## src/rtl/advertising_report_filter_defines.svh

```systemverilog
// assertion macros shared by the parser and top-level rtl files
`ifndef ADVERTISING_REPORT_FILTER_DEFINES_SVH
`define ADVERTISING_REPORT_FILTER_DEFINES_SVH

`ifndef SYNTHESIS
// checked on every rising edge, skipped while reset is high
`define AFR_ASSERT(label, clk, rst, prop, msg) \
   label: assert property (@(posedge clk) disable iff (rst) prop) else $error(msg);
// checked on every rising edge, reset included
`define AFR_ASSERT_ALWAYS(label, clk, prop, msg) \
   label: assert property (@(posedge clk) prop) else $error(msg);
`else
`define AFR_ASSERT(label, clk, rst, prop, msg)
`define AFR_ASSERT_ALWAYS(label, clk, prop, msg)
`endif

`endif

```

## src/rtl/afr_pkg.sv

```systemverilog
`timescale 1ns / 1ps
`default_nettype none

package afr_pkg;

   localparam int unsigned MAX_NAME_BYTES_DEFAULT = 29;
   localparam int unsigned ADDR_W                 = 48;
   localparam int unsigned ADDR_BYTES             = 6;
   localparam int unsigned CSR_IDX_W              = 3;
   localparam int unsigned CSR_DATA_W             = 64;
   localparam int unsigned REQ_DATA_W             = 56;
   localparam int unsigned REQ_USER_W             = 2;
   localparam int unsigned RSP_DATA_W             = 8;

   localparam logic [7:0] TYPE_SHORT_NAME = 8'h08;
   localparam logic [7:0] TYPE_FULL_NAME  = 8'h09;

   typedef enum logic [CSR_IDX_W-1:0] {
      CSR_ADDRESS_FILTER,
      CSR_ADDRESS_FILTER_LENGTH,
      CSR_NAME_LENGTH,
      CSR_NAME_BYTES_0_7,
      CSR_NAME_BYTES_8_15,
      CSR_NAME_BYTES_16_23,
      CSR_NAME_BYTES_24_28
   } csr_index_type;

   typedef struct packed {
      logic [ADDR_W-1:0] address_filter;
      logic [2:0]        address_filter_length;
      logic [4:0]        name_length;
   } cfg_type;

   typedef struct packed {
      logic [ADDR_W-1:0] report_address;
      logic [7:0]        data_byte;
      logic              has_data;
      logic              first_byte;
      logic              last_byte;
   } req_item_type;

   typedef struct packed {
      logic address_match;
      logic name_match;
      logic accept;
   } verdict_type;

endpackage

`default_nettype wire

```

## src/rtl/afr_csr.sv

```systemverilog
`timescale 1ns / 1ps
`default_nettype none

module afr_csr #(
   parameter int unsigned MAX_NAME_BYTES = afr_pkg::MAX_NAME_BYTES_DEFAULT
) (
   input  wire logic                            clock,
   input  wire logic                            reset,
   input  wire logic                            csr_we,
   input  wire logic [afr_pkg::CSR_IDX_W-1:0]   csr_index,
   input  wire logic [afr_pkg::CSR_DATA_W-1:0]  csr_wdata,
   output afr_pkg::cfg_type                     cfg,
   output logic [7:0]                           name_bytes [MAX_NAME_BYTES]
);
   import afr_pkg::*;

   cfg_type cfg_ff;

   always_ff @(posedge clock) begin
      if (reset) begin
         cfg_ff <= '0;
      end else if (csr_we) begin
         case (csr_index)
            CSR_ADDRESS_FILTER:        cfg_ff.address_filter        <= csr_wdata[ADDR_W-1:0];
            CSR_ADDRESS_FILTER_LENGTH: cfg_ff.address_filter_length <= csr_wdata[2:0];
            CSR_NAME_LENGTH:           cfg_ff.name_length           <= csr_wdata[4:0];
            default: ;
         endcase
      end
   end

   assign cfg = cfg_ff;

   // byte g sits in name register g/8, lane g%8
   for (genvar g = 0; g < MAX_NAME_BYTES; g++) begin : g_name
      localparam int unsigned REG_IDX = int'(CSR_NAME_BYTES_0_7) + g / 8;
      localparam int unsigned LANE    = (g % 8) * 8;
      logic [7:0] name_ff;

      always_ff @(posedge clock) begin
         if (reset) begin
            name_ff <= '0;
         end else if (csr_we && csr_index == CSR_IDX_W'(REG_IDX)) begin
            name_ff <= csr_wdata[LANE +: 8];
         end
      end

      assign name_bytes[g] = name_ff;
   end

endmodule

`default_nettype wire

```

## src/rtl/afr_parser.sv

```systemverilog
`timescale 1ns / 1ps
`default_nettype none

`include "advertising_report_filter_defines.svh"

module afr_parser #(
   parameter int unsigned MAX_NAME_BYTES = afr_pkg::MAX_NAME_BYTES_DEFAULT
) (
   input  wire logic                 clock,
   input  wire logic                 reset,
   input  wire logic                 step,
   input  afr_pkg::req_item_type     item,
   input  afr_pkg::cfg_type          cfg,
   input  wire logic [7:0]           name_bytes [MAX_NAME_BYTES],
   output logic                      emit,
   output afr_pkg::verdict_type      verdict
);
   import afr_pkg::*;

   localparam int unsigned IDX_W = (MAX_NAME_BYTES > 1) ? $clog2(MAX_NAME_BYTES) : 1;

   logic [7:0] record_offset_ff, record_offset_in;
   logic [7:0] record_length_ff, record_length_in;
   logic [7:0] record_type_ff,   record_type_in;
   logic       bytes_equal_ff,   bytes_equal_in;
   logic       parse_stopped_ff, parse_stopped_in;
   logic       name_found_ff,    name_found_in;
   logic       address_ok_ff,    address_ok_in;

   logic       addr_pass;
   logic [2:0] prefix_bytes;

   always_comb begin
      prefix_bytes = (cfg.address_filter_length > 3'd6) ? 3'd6 : cfg.address_filter_length;
      addr_pass    = 1'b1;
      for (int i = 0; i < ADDR_BYTES; i++) begin
         if (3'(i) < prefix_bytes &&
             item.report_address[i*8 +: 8] != cfg.address_filter[i*8 +: 8]) begin
            addr_pass = 1'b0;
         end
      end
   end

   always_comb begin
      logic             start;
      logic             last;
      logic [7:0]       k;
      logic [IDX_W-1:0] k_idx;
      logic [7:0]       b;

      start = !item.has_data || item.first_byte;
      last  = !item.has_data || item.last_byte;
      b     = item.data_byte;
      k     = record_offset_ff - 8'd2;
      k_idx = k[IDX_W-1:0];

      if (start) begin
         record_offset_in = '0;
         record_length_in = '0;
         record_type_in   = '0;
         bytes_equal_in   = 1'b1;
         parse_stopped_in = 1'b0;
         name_found_in    = 1'b0;
         address_ok_in    = addr_pass;
      end else begin
         record_offset_in = record_offset_ff;
         record_length_in = record_length_ff;
         record_type_in   = record_type_ff;
         bytes_equal_in   = bytes_equal_ff;
         parse_stopped_in = parse_stopped_ff;
         name_found_in    = name_found_ff;
         address_ok_in    = address_ok_ff;
      end

      if (!item.has_data) begin
         parse_stopped_in = 1'b1;
      end else if (!parse_stopped_in) begin
         if (record_offset_in == 8'd0) begin
            // length byte of a new record
            if (b == 8'd0) begin
               parse_stopped_in = 1'b1;
            end else begin
               record_length_in = b;
               bytes_equal_in   = 1'b1;
               record_offset_in = 8'd1;
            end
         end else begin
            if (record_offset_in == 8'd1) begin
               record_type_in = b;
            end else if (k < {3'b000, cfg.name_length} && k < 8'(MAX_NAME_BYTES) &&
                         b != name_bytes[k_idx]) begin
               bytes_equal_in = 1'b0;
            end
            if (record_offset_in == record_length_in) begin
               if ((record_type_in == TYPE_SHORT_NAME || record_type_in == TYPE_FULL_NAME) &&
                   cfg.name_length != 5'd0 && cfg.name_length <= 5'(MAX_NAME_BYTES) &&
                   record_length_in == {3'b000, cfg.name_length} + 8'd1 &&
                   bytes_equal_in) begin
                  name_found_in    = 1'b1;
                  parse_stopped_in = 1'b1;
               end
               record_offset_in = 8'd0;
            end else begin
               record_offset_in = record_offset_in + 8'd1;
            end
         end
      end

      if (last) begin
         parse_stopped_in = 1'b1;
      end
      emit = last;
   end

   assign verdict.address_match = address_ok_in;
   assign verdict.name_match    = name_found_in;
   assign verdict.accept        = address_ok_in && name_found_in;

   always_ff @(posedge clock) begin
      if (reset) begin
         record_offset_ff <= '0;
         record_length_ff <= '0;
         record_type_ff   <= '0;
         bytes_equal_ff   <= 1'b1;
         parse_stopped_ff <= 1'b0;
         name_found_ff    <= 1'b0;
         address_ok_ff    <= 1'b0;
      end else if (step) begin
         record_offset_ff <= record_offset_in;
         record_length_ff <= record_length_in;
         record_type_ff   <= record_type_in;
         bytes_equal_ff   <= bytes_equal_in;
         parse_stopped_ff <= parse_stopped_in;
         name_found_ff    <= name_found_in;
         address_ok_ff    <= address_ok_in;
      end
   end

   `AFR_ASSERT(a_found_stops, clock, reset, name_found_ff |-> parse_stopped_ff, "name found but parse still running")
   `AFR_ASSERT(a_offset_in_record, clock, reset, record_offset_ff != 8'd0 |-> record_offset_ff <= record_length_ff, "record offset past record length")

endmodule

`default_nettype wire

```

## src/rtl/advertising_report_filter.sv

```systemverilog
`timescale 1ns / 1ps
`default_nettype none

// advertising report filter, one data byte per transaction
// the last byte is held in the request register and its verdict in the result register, which drives rsp_
// throughput: one byte per cycle while rsp_tready does not stall the result register, set by the single
//   parse step between the request register and the result register
// reset: synchronous active high; empties both pipeline stages, clears all
//   configuration registers and puts the parse state idle (name compare flag set)

`include "advertising_report_filter_defines.svh"

module advertising_report_filter #(
   parameter int unsigned MAX_NAME_BYTES = afr_pkg::MAX_NAME_BYTES_DEFAULT
) (
   input  wire logic                              clock,
   input  wire logic                              reset,
   // request stream
   input  wire logic                              req_tvalid,
   output logic                                   req_tready,
   input  wire logic [afr_pkg::REQ_DATA_W-1:0]    req_tdata,  // report_address, data_byte
   input  wire logic [afr_pkg::REQ_USER_W-1:0]    req_tuser,  // has_data, first_byte
   input  wire logic                              req_tlast,  // last_byte
   // response stream
   output logic                                   rsp_tvalid,
   input  wire logic                              rsp_tready,
   output logic [afr_pkg::RSP_DATA_W-1:0]         rsp_tdata,  // address_match, name_match, accept, zero pad
   // configuration writes
   input  wire logic                              csr_we,
   input  wire logic [afr_pkg::CSR_IDX_W-1:0]     csr_index,
   input  wire logic [afr_pkg::CSR_DATA_W-1:0]    csr_wdata
);
   import afr_pkg::*;

   cfg_type      cfg;
   logic [7:0]   name_bytes [MAX_NAME_BYTES];

   // request register
   logic         in_valid_ff, in_valid_in;
   req_item_type in_item_ff;
   logic         req_fire;
   logic         advance;

   // result register
   logic         out_valid_ff, out_valid_in;
   verdict_type  out_verdict_ff;

   logic         emit;
   verdict_type  verdict;

   afr_csr #(
      .MAX_NAME_BYTES (MAX_NAME_BYTES)
   ) u_csr (
      .clock      (clock),
      .reset      (reset),
      .csr_we     (csr_we),
      .csr_index  (csr_index),
      .csr_wdata  (csr_wdata),
      .cfg        (cfg),
      .name_bytes (name_bytes)
   );

   // the held byte is parsed when the result register can take its verdict
   assign advance    = in_valid_ff && (!out_valid_ff || rsp_tready);
   assign req_tready = !in_valid_ff || advance;
   assign req_fire   = req_tvalid && req_tready;

   always_comb begin
      if (req_fire) begin
         in_valid_in = 1'b1;
      end else if (advance) begin
         in_valid_in = 1'b0;
      end else begin
         in_valid_in = in_valid_ff;
      end
   end

   always_ff @(posedge clock) begin
      if (reset) begin
         in_valid_ff <= 1'b0;
      end else begin
         in_valid_ff <= in_valid_in;
      end
   end

   // payload register, no reset needed
   always_ff @(posedge clock) begin
      if (req_fire) begin
         in_item_ff.report_address <= req_tdata[ADDR_W-1:0];
         in_item_ff.data_byte      <= req_tdata[ADDR_W +: 8];
         in_item_ff.has_data       <= req_tuser[0];
         in_item_ff.first_byte     <= req_tuser[1];
         in_item_ff.last_byte      <= req_tlast;
      end
   end

   afr_parser #(
      .MAX_NAME_BYTES (MAX_NAME_BYTES)
   ) u_parser (
      .clock      (clock),
      .reset      (reset),
      .step       (advance),
      .item       (in_item_ff),
      .cfg        (cfg),
      .name_bytes (name_bytes),
      .emit       (emit),
      .verdict    (verdict)
   );

   // a verdict is loaded only on the last byte of a report, or on an item without data
   always_comb begin
      if (advance && emit) begin
         out_valid_in = 1'b1;
      end else if (rsp_tready) begin
         out_valid_in = 1'b0;
      end else begin
         out_valid_in = out_valid_ff;
      end
   end

   always_ff @(posedge clock) begin
      if (reset) begin
         out_valid_ff <= 1'b0;
      end else begin
         out_valid_ff <= out_valid_in;
      end
   end

   always_ff @(posedge clock) begin
      if (advance && emit) begin
         out_verdict_ff <= verdict;
      end
   end

   assign rsp_tvalid = out_valid_ff;
   assign rsp_tdata  = {5'b00000, out_verdict_ff.accept, out_verdict_ff.name_match,
                        out_verdict_ff.address_match};

   `AFR_ASSERT(a_stall_blocks_req, clock, reset, (in_valid_ff && out_valid_ff && !rsp_tready) |-> !req_tready, "request taken while both stages are blocked")
   `AFR_ASSERT(a_empty_report_emits, clock, reset, (advance && !in_item_ff.has_data) |=> rsp_tvalid, "report without data gave no verdict")
   `AFR_ASSERT(a_accept_is_and, clock, reset, rsp_tvalid |-> (rsp_tdata[2] == (rsp_tdata[0] && rsp_tdata[1])), "accept differs from address and name match")

endmodule

`default_nettype wire
```

## config.mk

```make
export PLATFORM = sky130hd
export DESIGN_NAME = advertising_report_filter
export DESIGN_NICKNAME = d
export VERILOG_FILES = /design/src/rtl/afr_pkg.sv /design/src/rtl/afr_csr.sv /design/src/rtl/afr_parser.sv /design/src/rtl/advertising_report_filter.sv
export VERILOG_INCLUDE_DIRS = /design/src /design/src/rtl
export SDC_FILE = /design/constraint.sdc
export NUM_CORES = 1
export LEC_CHECK = 0
export BUFFER_PORTS_ARGS = -buffer_cell sky130_fd_sc_hd__clkbuf_2
export CORE_MARGIN = 2
export CORE_UTILIZATION = 55
export CTS_BUF_LIST = sky130_fd_sc_hd__clkbuf_8
export CTS_CLUSTER_SIZE = 30
export DETAILED_ROUTE_END_ITERATION = 7
export PLACE_DENSITY_LB_ADDON = 0.08
export SLEW_MARGIN = 10
export SYNTH_ARGS = -nofsm -noshare
export SYNTH_HDL_FRONTEND = slang
export SYNTH_HIERARCHICAL = 1
export SYNTH_SLANG_ARGS = --single-unit
```

## constraint.sdc

```tcl
create_clock -name clock -period 4.5 [get_ports clock]
set_input_delay 0.45 -clock clock [delete_from_list [all_inputs] [get_ports clock]]
set_output_delay 0.45 -clock clock [all_outputs]
set_load 0.02 [all_outputs]
```

==> impl_summary.log, run 1 <==
INFO  metric status = finished, final reports clean
INFO  metric first_global_vias = 12927
INFO  metric cts_buffers = 67
INFO  metric r2r-start = u_parser/record_offset_ff[1]
INFO  metric yosys-top-cells-count = 358 x sky130_fd_sc_hd__nand2b_1, 325 x sky130_fd_sc_hd__mux2i_1, 317 x sky130_fd_sc_hd__dfxtp_1
INFO  metric post-synth-top-area-fraction = 35.1%
INFO  metric placement_rows = 66
INFO  metric regToRegEndpoint = rsp_tdata[2]
INFO  metric cell_type_with_the_highest_occurrence_count_on_the_critical_path = sky130_fd_sc_hd__a21oi_1
INFO  metric crit_path_end_kind = register
INFO  metric share_of_final_layout_standard_cells_stronger_than_drive_strength_1 = 16.3%
INFO  metric initial_utilization = 55.8%
INFO  metric die_height = 185 µm
INFO  metric hold_start = req_tdata[41]
INFO  metric grt_util_all_layers = 27.7%
INFO  metric dp.cells = 2143
INFO  metric timing.critical_path.arrival = 4.24 ns
INFO  metric required = 4.94 ns
INFO  metric antenna_cells = 0
INFO  metric synth_seq_cells = 379
INFO  metric synth-seq-area-share = 45.3%
INFO  metric worst_supply_voltage_drop_on_vdd = 0.000273 V
INFO  metric critPathBufInv = 2
INFO  metric synthDominantAreaCellType = sky130_fd_sc_hd__dfxtp_1
INFO  metric netlist_area = 18100 µm²
INFO  metric length_of_the_first_detailed_routing_pass_in_iterations = 5
INFO  metric max_clock_freq = 0.263 GHz
INFO  metric final.setup.tns = 0 ns
INFO  metric routed_vias = 12829
INFO  metric pin_count_of_the_biggest_net_entering_global_routing = 182
INFO  metric crit_chain = inv_1, ha_1, buf_12, nor2b_1, a22oi_1, nand4_1, o31ai_1, or4_1, a21oi_1, and4bb_1, o2111ai_1, a21oi_1
INFO  metric placement.cell_area = 18900 µm²
INFO  metric clkTransAtPathRegs = 0.06 ns
INFO  metric crit_path_start_kind = register
INFO  metric leakage_component_of_the_power = 8.90 nW
INFO  metric final_cell_area = 20700 µm²
INFO  metric synth-edff-count = 62
INFO  metric place_hpwl = 31500 µm
INFO  metric setup_violations = 0
INFO  metric drt_drc_violations_left = 0
INFO  metric timing.critical_path.max_delay_family = simple AND/OR/NAND/NOR gates
INFO  metric critPathKind = register to register
INFO  metric worst_path_largest_cell_delay = 0.56 ns
INFO  metric num-fill-cells = 2681
INFO  metric fin_nets = 1963
INFO  metric final_min_period_over_clock_period = 84.4%
INFO  metric io_buffer_count = 135
INFO  metric post-route-util = 63.8%
INFO  metric async_reset_ff_share = 0%
INFO  metric drtAntennaViolNets = 0
INFO  metric design.portCount = 141
INFO  metric place_congestion = 0.899
INFO  metric detail_route.wirelength = 46900 µm
INFO  metric worst_slew_pin_slew = 1.02 ns
INFO  metric grt_pass1_wl = 72600 µm
INFO  metric synthDistinctLibCells = 70
INFO  metric yosysWarningCount = 6
INFO  metric clockBufferDepth = 3
INFO  metric rrSetupSlack = 0.70 ns
INFO  metric worstSkewPairLatency = 0.61 ns
INFO  metric final-hold-violation-count = 0
INFO  metric syn_inst = 1669
INFO  metric final.min_clock_period = 3.80 ns
INFO  metric grt_setup_unrepaired = false
INFO  metric crit_slowest_cell = sky130_fd_sc_hd__ha_1
INFO  metric via_per_inst = 5.56
INFO  metric core = 32500 µm²
INFO  metric grt_remaining_overflow = 0
INFO  metric die_w = 185 µm
INFO  metric worst_hold_path.endpoint = in_item_ff[52]
INFO  metric hold_path_class = primary input to register
INFO  metric avgSynthCellArea = 10.8 µm²
INFO  metric drtIter0Drc = 888
INFO  metric routedWlPerCell = 20.3 µm
INFO  metric area.growth.synth_to_final = 14.3%
INFO  metric maxSlewHeadroom = 31.3%
INFO  metric h-tree-depth = 3
INFO  metric ys.flop_type = sky130_fd_sc_hd__dfxtp_1
INFO  metric netlist_top_cells_area = sky130_fd_sc_hd__dfxtp_1 35%, sky130_fd_sc_hd__mux2i_1 18%, sky130_fd_sc_hd__nand2b_1 12%, sky130_fd_sc_hd__edfxtp_1 10%, sky130_fd_sc_hd__mux4_2 4.6%
INFO  metric design.die.area = 34400 µm²
INFO  metric cts.sinks = 379
INFO  metric path_max_fanout = 35
INFO  metric areal_power_density_over_the_cells = 356 nW/µm²
INFO  metric tritoncts = yes
INFO  metric clock-skew-final = 0.0220 ns
INFO  metric slew_violations = 0
INFO  metric yosysMostFrequentCell = sky130_fd_sc_hd__nand2b_1
INFO  metric hold_slack = 0.0322 ns
INFO  metric reg2regPathDepth = 12
INFO  metric max_cap_viols = 0
INFO  metric non_filler_instance_count_after_layout = 2309
INFO  metric clock-root-buffer = sky130_fd_sc_hd__clkbuf_8
INFO  metric grt_antenna_before_repair = 0
INFO  metric timing.hold.worst_path_depth = 1
-- worst max path at each step --
stage          slack, ns  cells past startpoint                         start                      end
6_report            0.70                     12  u_parser/record_offset_ff[1]             rsp_tdata[2]
5_1_grt             0.52                     10  u_parser/record_offset_ff[1]             rsp_tdata[2]
4_1_cts             0.72                     10  u_parser/record_offset_ff[1]             rsp_tdata[2]
3_5_place_dp        0.76                     10  u_parser/record_offset_ff[1]             rsp_tdata[2]
3_3_place_gp        0.77                     10  u_parser/record_offset_ff[1]             rsp_tdata[2]
2_1_floorplan       1.32                     14  u_parser/record_offset_ff[1]  u_parser/bytes_equal_ff
-- placed cells by master (no fill, tap or decap), types with 31 or more instances in the layout --
| cell | instances |
|---|---|
| sky130_fd_sc_hd__a21oi_1 | 33 |
| sky130_fd_sc_hd__clkbuf_2 | 134 |
| sky130_fd_sc_hd__clkbuf_8 | 81 |
| sky130_fd_sc_hd__dfxtp_1 | 315 |
| sky130_fd_sc_hd__dlygate4sd3_1 | 51 |
| sky130_fd_sc_hd__edfxtp_1 | 62 |
| sky130_fd_sc_hd__inv_1 | 40 |
| sky130_fd_sc_hd__mux2i_1 | 325 |
| sky130_fd_sc_hd__mux4_2 | 37 |
| sky130_fd_sc_hd__nand2_1 | 36 |
| sky130_fd_sc_hd__nand2b_1 | 358 |
| sky130_fd_sc_hd__nand3_1 | 31 |
| sky130_fd_sc_hd__nor2_1 | 45 |
| sky130_fd_sc_hd__o21ai_0 | 33 |
| sky130_fd_sc_hd__xnor2_1 | 52 |
-- state kept, by name (all words and copies together), names as in the netlist --
register	count
in_item_ff	59
in_valid_ff	1
rsp_tdata	3
rsp_tvalid	1
u_csr/cfg	56
u_csr/g_name.name_ff	232
u_parser/address_ok_ff	1
u_parser/bytes_equal_ff	1
u_parser/name_found_ff	1
u_parser/parse_stopped_ff	1
u_parser/record_length_ff	8
u_parser/record_offset_ff	8
u_parser/record_type_ff	7
-- area by class of cell --
class | instances | area (µm²) | share of cell area (%)
Inverter | 20 | 80.1 | 0.387
Sequential cell | 379 | 8210 | 39.7
Clock buffer | 80 | 1100 | 5.32
Multi-Input combinational cell | 1150 | 9200 | 44.4
Clock inverter | 35 | 193 | 0.931
Timing Repair Buffer | 203 | 1360 | 6.57
Tap cell | 442 | 553 | 2.67
-- metal layers --
| metal | GRT usage, % | vias to the layer above | wire length (µm) | part of all wire, % |
|---|---|---|---|---|
| li1 | - | 6146 | - | - |
| met1 | 36.2 | 6228 | 20800 | 44 |
| met2 | 45.1 | 363 | 22200 | 47 |
| met3 | 5.17 | 92 | 2290 | 4.9 |
| met4 | 11.7 | 0 | 1640 | 3.5 |
| met5 | 0 | - | 0 | 0 |
-- cell families after synthesis --
family                   Yosys count  share of synthesized area [%]
buffers and inverters            144                           4.08
XOR/XNOR                          73                           3.53
other                              1                         0.0207
AO/OA/AOI/OAI                    136                           4.85
adder cells (fa/ha/maj)           11                          0.760
flip-flops                       379                           45.3
multiplexers                     369                           23.2
AND/OR/NAND/NOR                  556                           18.2
-- per-stage QoR --
step / total power [mW] / worst slack (ns)
2_1_floorplan: 4.11 / 1.32
3_3_place_gp: 4.30 / 0.774
3_5_place_dp: 4.31 / 0.762
4_1_cts: 7.43 / 0.719
5_1_grt: 7.65 / 0.518
6_report: 7.36 / 0.700
-- report_power, final --
group	leakage [nW]	switching [mW]	internal (mW)
registers	3.17	0.0781	3.55
logic	4.98	0.351	0.302
clock network	0.750	1.41	1.67
-- repair_timing --
item / 4_1_cts / 5_1_grt
buffers inserted: 0 / 0
gates resized for setup: 0 / 0
hold buffers: 51 / 0
hold endpoints to repair: 51 / 0
Power figures use the tool's default switching activity.
==> run 2: changes to the inputs <==
==> constraint.sdc (replaced) <==
create_clock -name clock -period 3.41 [get_ports clock]
set_input_delay 0.341 -clock clock [delete_from_list [all_inputs] [get_ports clock]]
set_output_delay 0.341 -clock clock [all_outputs]
set_load 0.02 [all_outputs]
==> run 2 against run 1 <==
  * Setup slack got worse by 0.42 ns
  * Total power is 31% higher
  * Wire length grew 0.14%
  * Combinational power up 39%
  * First-iteration DRC count down 6.9%
  * Maximum frequency grew 21%
==> impl_summary.log, run 2 (synthesized netlist as in run 1, its figures left out) <==
INFO  metric status = finished, final reports clean
INFO  metric drt_drc_violations_left = 0
INFO  metric placement_rows = 66
INFO  metric tritoncts = yes
INFO  metric initial_utilization = 55.8%
INFO  metric max_cap_viols = 0
INFO  metric pin_count_of_the_biggest_net_entering_global_routing = 102
INFO  metric design.portCount = 141
INFO  metric largest_register_ffs = 232
INFO  metric max_flop_register = u_csr/g_name.name_ff
INFO  metric final.setup.tns = 0 ns
INFO  metric mostFrequentLayoutCell = sky130_fd_sc_hd__nand2b_1
INFO  metric finalWorstSetupSlack = 0.279 ns
INFO  metric max_clock_freq = 0.319 GHz
INFO  metric drtAntennaViolNets = 0
INFO  metric internal_power = 7.24 mW
INFO  metric design.die.area = 34400 µm²
INFO  metric clock-root-buffer = sky130_fd_sc_hd__clkbuf_8
INFO  metric clockBufferDepth = 3
INFO  metric path_max_fanout = 23
INFO  metric slew_violations = 0
INFO  metric grt_setup_unrepaired = false
INFO  metric power.net_switching = 2.43 mW
INFO  metric routedWlPerCell = 20.1 µm
INFO  metric crit_chain = buf_16, or4_4, and2_4, inv_6, nand2_1, a211oi_1, or4_1, a21oi_1, and4bb_2, o311a_1, a211o_1
INFO  metric worstSkewPairLatency = 0.65 ns
INFO  metric core = 32500 µm²
INFO  metric seq_power_share = 49.4%
INFO  metric h-tree-depth = 2
INFO  metric cts.sinks = 379
INFO  metric via_per_inst = 5.50
INFO  metric crit_end = u_parser/bytes_equal_ff
INFO  metric drtIter0Drc = 827
INFO  metric critPathKind = register to register
INFO  metric grt_antenna_before_repair = 0
INFO  metric setup_bufs_post_cts = 0
INFO  metric detail_route.wirelength = 47000 µm
INFO  metric io_buffer_count = 135
INFO  metric clock-skew-final = 0.0309 ns
INFO  metric die_w = 185 µm
INFO  metric regToRegEndpoint = u_parser/bytes_equal_ff
INFO  metric final_min_period_over_clock_period = 91.8%
INFO  metric timing.critical_path.arrival = 3.65 ns
INFO  metric leakage_component_of_the_power = 9.08 nW
INFO  metric crit_path_end_kind = register
INFO  metric power_switching_share = 25.1%
INFO  metric worst_path_largest_cell_delay = 0.60 ns
INFO  metric cts_buffers = 61
INFO  metric rrSetupSlack = 0.28 ns
INFO  metric die_height = 185 µm
INFO  metric grt_util_all_layers = 27.5%
INFO  metric fin_nets = 1993
INFO  metric share_of_final_layout_standard_cells_stronger_than_drive_strength_1 = 17.5%
INFO  metric grt_remaining_overflow = 0
INFO  metric grt_pass1_wl = 72500 µm
INFO  metric pwr-share-comb = 9.4%
INFO  metric routed_vias = 12893
INFO  metric length_of_the_first_detailed_routing_pass_in_iterations = 5
INFO  metric startpoint_of_the_most_critical_setup_path = u_parser/record_offset_ff[1]
INFO  metric clkPwrFrac = 41.2%
INFO  metric post-route-util = 64.9%
INFO  metric worst_slew_pin_slew = 1.06 ns
INFO  metric largestRegisters = u_csr/g_name.name_ff x232, in_item_ff x59, u_csr/cfg x56
INFO  metric commonest_non_fill_non_tap_cells_in_the_layout = 358 x sky130_fd_sc_hd__nand2b_1, 325 x sky130_fd_sc_hd__mux2i_1, 315 x sky130_fd_sc_hd__dfxtp_1, 134 x sky130_fd_sc_hd__clkbuf_2, 82 x sky130_fd_sc_hd__clkbuf_8
INFO  metric final-hold-violation-count = 0
INFO  metric r2r-start = u_parser/record_offset_ff[1]
INFO  metric crit_path_start_kind = register
INFO  metric final.min_clock_period = 3.13 ns
INFO  metric crit_slowest_cell = sky130_fd_sc_hd__or4_4
INFO  metric hold_path_class = primary input to register
INFO  metric clkTransAtPathRegs = 0.07 ns
INFO  metric area.growth.synth_to_final = 16.3%
INFO  metric setup_violations = 0
INFO  metric reg2regPathDepth = 11
INFO  metric first_global_vias = 13043
INFO  metric place_congestion = 0.897
INFO  metric place_hpwl = 31700 µm
INFO  metric dpl_worst_slack = 0.0860 ns
INFO  metric worst_supply_voltage_drop_on_vdd = 0.000355 V
INFO  metric areal_power_density_over_the_cells = 459 nW/µm²
INFO  metric antenna_cells = 0
INFO  metric required = 3.93 ns
INFO  metric maxSlewHeadroom = 29.5%
-- run 2: layout make-up --
type / count / area [µm²]
inverter: 20 / 80.1
clock buffer: 81 / 1110
multi-input combinational: 1150 / 9210
fill: 2618 / 11400
tap: 442 / 553
timing repair buffer: 239 / 1720
sequential: 379 / 8220
clock inverter: 32 / 161
-- run 2: worst max-delay path, delay by kind of cell, from the launching register on --
kind	cells	cell delay (ns)
and+or+nand+nor	5	1.38
AOI/OAI and AO/OA	4	0.99
DFF	1	0.37
buffers and inverters	2	0.30
-- run 2: how the worst min path moves through the flow --
| stage | startpoint | endpoint | slack, ns | cells after the start |
|---|---|---|---|---|
| floorplan | reset | in_valid_ff | 0.41 | 1 |
| global placement | u_csr/g_name[4].name_ff[3] | u_csr/g_name[4].name_ff[3] | 0.46 | 2 |
| detailed placement | u_csr/g_name[12].name_ff[0] | u_csr/g_name[12].name_ff[0] | 0.47 | 2 |
| CTS | csr_wdata[55] | u_csr/g_name[6].name_ff[7] | 0.001 | 3 |
| global route | rsp_tready | in_valid_ff | 0.02 | 3 |
| finish | rsp_tready | in_valid_ff | 0.03 | 3 |
-- run 2: metrics by stage --
stage	hold WS [ns]	area [µm²]	instances	power [mW]
2_1_floorplan	0.410	18100	1673	5.42
3_3_place_gp	0.455	19100	2167	5.69
3_5_place_dp	0.465	19100	2167	5.70
4_1_cts	0.00132	21000	2342	9.73
5_1_grt	0.0162	21100	2343	10.0
6_report	0.0322	21100	2343	9.67
-- run 2: power groups by stage --
| stage | combinational (mW) | clock, mW | sequential, mW |
|---|---|---|---|
| 4_1_cts | 0.891 | 4.06 | 4.77 |
| 3_5_place_dp | 0.833 | 0 | 4.87 |
| 3_3_place_gp | 0.820 | 0 | 4.87 |
| 5_1_grt | 0.974 | 4.28 | 4.79 |
| 2_1_floorplan | 0.585 | 0 | 4.83 |
| 6_report | 0.907 | 3.98 | 4.78 |
-- run 2: timing repair --
item,CTS,global route
endpoints found under the setup margin,0,5
resized for setup,0,7
hold endpoints to repair,64,0
hold buffers,62,0
-- run 2: per-layer routing --
metal | part of all wire, % | GRT usage [%]
met4 | 3.9 | 11.7
met5 | 0 | 0
met2 | 46 | 44.0
met1 | 46 | 37.0
met3 | 4.6 | 4.52
==> run 3: changes to the inputs <==
--- a/config.mk
+++ b/config.mk
@@ -8,7 +8,7 @@
 export LEC_CHECK = 0
 export BUFFER_PORTS_ARGS = -buffer_cell sky130_fd_sc_hd__clkbuf_2
 export CORE_MARGIN = 2
-export CORE_UTILIZATION = 55
+export CORE_UTILIZATION = 31
 export CTS_BUF_LIST = sky130_fd_sc_hd__clkbuf_8
 export CTS_CLUSTER_SIZE = 30
 export DETAILED_ROUTE_END_ITERATION = 7
==> run 3 against run 2 <==
  * Sequential share of layout area is 1.1 points lower
  * Worst hold slack improved by 0.023 ns
  * First-iteration DRC count shrank 20%
  * Core utilization fell by 27 points
  * Setup slack got worse by 0.074 ns
  * Register-to-register slack worse by 0.07 ns
  * Flip-flop and latch count stayed put
  * Wire length up 16%
  * Die area is 76% higher
  * Final cell count increased by 15%
  * Maximum frequency is 2.3% lower
  * Clock skew down 0.0050 ns
  * Largest power group unchanged
  * Highest routed layer unchanged
==> impl_summary.log, run 3 (synthesized netlist as in run 1, its figures left out) <==
INFO  metric pwr-share-comb = 9.3%
INFO  metric grt_setup_unrepaired = false
INFO  metric power.net_switching = 2.62 mW
INFO  metric tritoncts = yes
INFO  metric grt_util_all_layers = 18.0%
INFO  metric maxSlewHeadroom = 26.5%
INFO  metric placement_rows = 88
INFO  metric worstSkewPairLatency = 0.66 ns
INFO  metric setup_violations = 0
INFO  metric areal_power_density_over_the_cells = 466 nW/µm²
INFO  metric max_cap_viols = 0
INFO  metric cts_buffers = 73
INFO  metric leakage_component_of_the_power = 9.24 nW
INFO  metric final.min_clock_period = 3.20 ns
INFO  metric design.die.area = 60400 µm²
INFO  metric core = 57700 µm²
INFO  metric share_of_final_layout_standard_cells_stronger_than_drive_strength_1 = 17.4%
INFO  metric final-hold-violation-count = 0
INFO  metric grt_remaining_overflow = 0
INFO  metric final_min_period_over_clock_period = 94.0%
INFO  metric grt_antenna_before_repair = 3
INFO  metric drt_drc_violations_left = 0
INFO  metric clkTransAtPathRegs = 0.06 ns
INFO  metric largestRegisters = u_csr/g_name.name_ff x232, in_item_ff x59, u_csr/cfg x56
INFO  metric final.setup.tns = 0 ns
INFO  metric seq_power_share = 47.2%
INFO  metric hold_slack = 0.0552 ns
INFO  metric hold_path_class = primary input to register
INFO  metric internal_power = 7.50 mW
INFO  metric die_w = 246 µm
INFO  metric crit_path_end_kind = register
INFO  metric cts.sinks = 379
INFO  metric timing.critical_path.arrival = 3.69 ns
INFO  metric die_height = 246 µm
INFO  metric worst_slew_pin_slew = 1.10 ns
INFO  metric h-tree-depth = 3
INFO  metric place_hpwl = 38200 µm
INFO  metric status = finished, final reports clean
INFO  metric routed_vias = 12860
INFO  metric worst_supply_voltage_drop_on_vdd = 0.000259 V
INFO  metric pin_count_of_the_biggest_net_entering_global_routing = 90
INFO  metric fin_nets = 2015
INFO  metric max_clock_freq = 0.312 GHz
INFO  metric crit_path_start_kind = register
INFO  metric clock-root-buffer = sky130_fd_sc_hd__clkbuf_8
INFO  metric grt_pass1_wl = 81400 µm
INFO  metric mostFrequentLayoutCell = sky130_fd_sc_hd__nand2b_1
INFO  metric drtIter0Drc = 665
INFO  metric clock-skew-final = 0.0259 ns
INFO  metric io_buffer_count = 135
INFO  metric detail_route.wirelength = 54400 µm
INFO  metric largest_register_ffs = 232
INFO  metric slew_violations = 0
INFO  metric clkPwrFrac = 43.4%
INFO  metric via_per_inst = 4.77
INFO  metric setup_bufs_post_cts = 0
INFO  metric initial_utilization = 31.4%
INFO  metric critPathKind = register to register
INFO  metric design.portCount = 141
INFO  metric first_global_vias = 12948
INFO  metric area.growth.synth_to_final = 19.8%
INFO  metric length_of_the_first_detailed_routing_pass_in_iterations = 5
INFO  metric max_flop_register = u_csr/g_name.name_ff
INFO  metric required = 3.89 ns
INFO  metric drtAntennaViolNets = 0
INFO  metric commonest_non_fill_non_tap_cells_in_the_layout = 358 x sky130_fd_sc_hd__nand2b_1, 325 x sky130_fd_sc_hd__mux2i_1, 315 x sky130_fd_sc_hd__dfxtp_1, 134 x sky130_fd_sc_hd__clkbuf_2, 84 x sky130_fd_sc_hd__clkbuf_8
INFO  metric power_switching_share = 25.9%
INFO  metric path_max_fanout = 36
INFO  metric place_congestion = 0.826
INFO  metric routedWlPerCell = 20.2 µm
INFO  metric clockBufferDepth = 3
## run 3: cell types whose count changed in the layout (fill, tap and decap cells not counted), moves of 3 or more
cell	before	now
sky130_fd_sc_hd__buf_12	5	9
sky130_fd_sc_hd__buf_4	34	37
sky130_fd_sc_hd__clkinv_2	10	5
sky130_fd_sc_hd__dlygate4sd3_1	62	68
sky130_fd_sc_hd__inv_1	37	52
## run 3: worst paths after layout
path / start / to / slack, ns / cells past startpoint
min reg2reg: u_csr/g_name[4].name_ff[6] / u_csr/g_name[4].name_ff[6] / 0.47 / 2
max: u_parser/record_offset_ff[1] / rsp_tdata[2] / 0.21 / 12
min: csr_wdata[58] / u_csr/g_name[23].name_ff[2] / 0.06 / 3
max reg2reg: u_parser/record_offset_ff[1] / rsp_tdata[2] / 0.21 / 12
## run 3: power groups by stage
stage | sequential [mW] | combinational (mW) | clock, mW
2_1_floorplan | 4.83 | 0.585 | 0
3_3_place_gp | 4.88 | 0.887 | 0
3_5_place_dp | 4.88 | 0.895 | 0
4_1_cts | 4.78 | 0.959 | 4.57
5_1_grt | 4.79 | 1.02 | 4.77
6_report | 4.78 | 0.945 | 4.39
## run 3: routing by layer
layer	GRT usage, %	up-vias	part of all wire [%]
li1	-	6266	-
met1	23.5	6242	45
met2	30.4	273	49
met3	3.18	79	3.8
met4	5.15	0	2.2
met5	0	-	0
## run 3: worst max-delay path: stages (launching register included)
cell and delay (ns):
sky130_fd_sc_hd__dfxtp_4 0.40, sky130_fd_sc_hd__inv_1 0.07, sky130_fd_sc_hd__ha_1 0.34, sky130_fd_sc_hd__buf_12 0.21
sky130_fd_sc_hd__nor2b_1 0.28, sky130_fd_sc_hd__a22oi_1 0.14, sky130_fd_sc_hd__nand4_1 0.11, sky130_fd_sc_hd__o31ai_1 0.08
sky130_fd_sc_hd__or4_1 0.50, sky130_fd_sc_hd__a21oi_1 0.17, sky130_fd_sc_hd__and4bb_2 0.35, sky130_fd_sc_hd__o2111ai_1 0.19
sky130_fd_sc_hd__a21oi_1 0.20
## run 3: stage by stage
step                setup WS (ns)  std cells  power (mW)  area [µm²]  util (%)
floorplan                   0.232       1673        5.42       18100         -
global placement            0.252       2495        5.76       19600      34.0
detailed placement          0.244       2495        5.77       19600      34.0
CTS                         0.218       2694        10.3       21700      37.6
global route               0.0162       2695        10.6       21700      37.6
finish                      0.205       2696        10.1       21700      37.6
## run 3: cell type report
cell class / instances / area (µm²)
fill: 5786 / 36000
multi-input combinational: 1150 / 9200
sequential: 379 / 8220
timing repair buffer: 249 / 1820
clock buffer: 83 / 1140
tap: 765 / 957
clock inverter: 48 / 270
inverter: 20 / 80.1
antenna: 2 / 5.00
## run 3: repair_timing
item / in CTS / in global routing
hold endpoints to repair: 77 / 0
endpoints found under the setup margin: 0 / 1
hold buffers: 68 / 0
gates resized for setup: 0 / 1
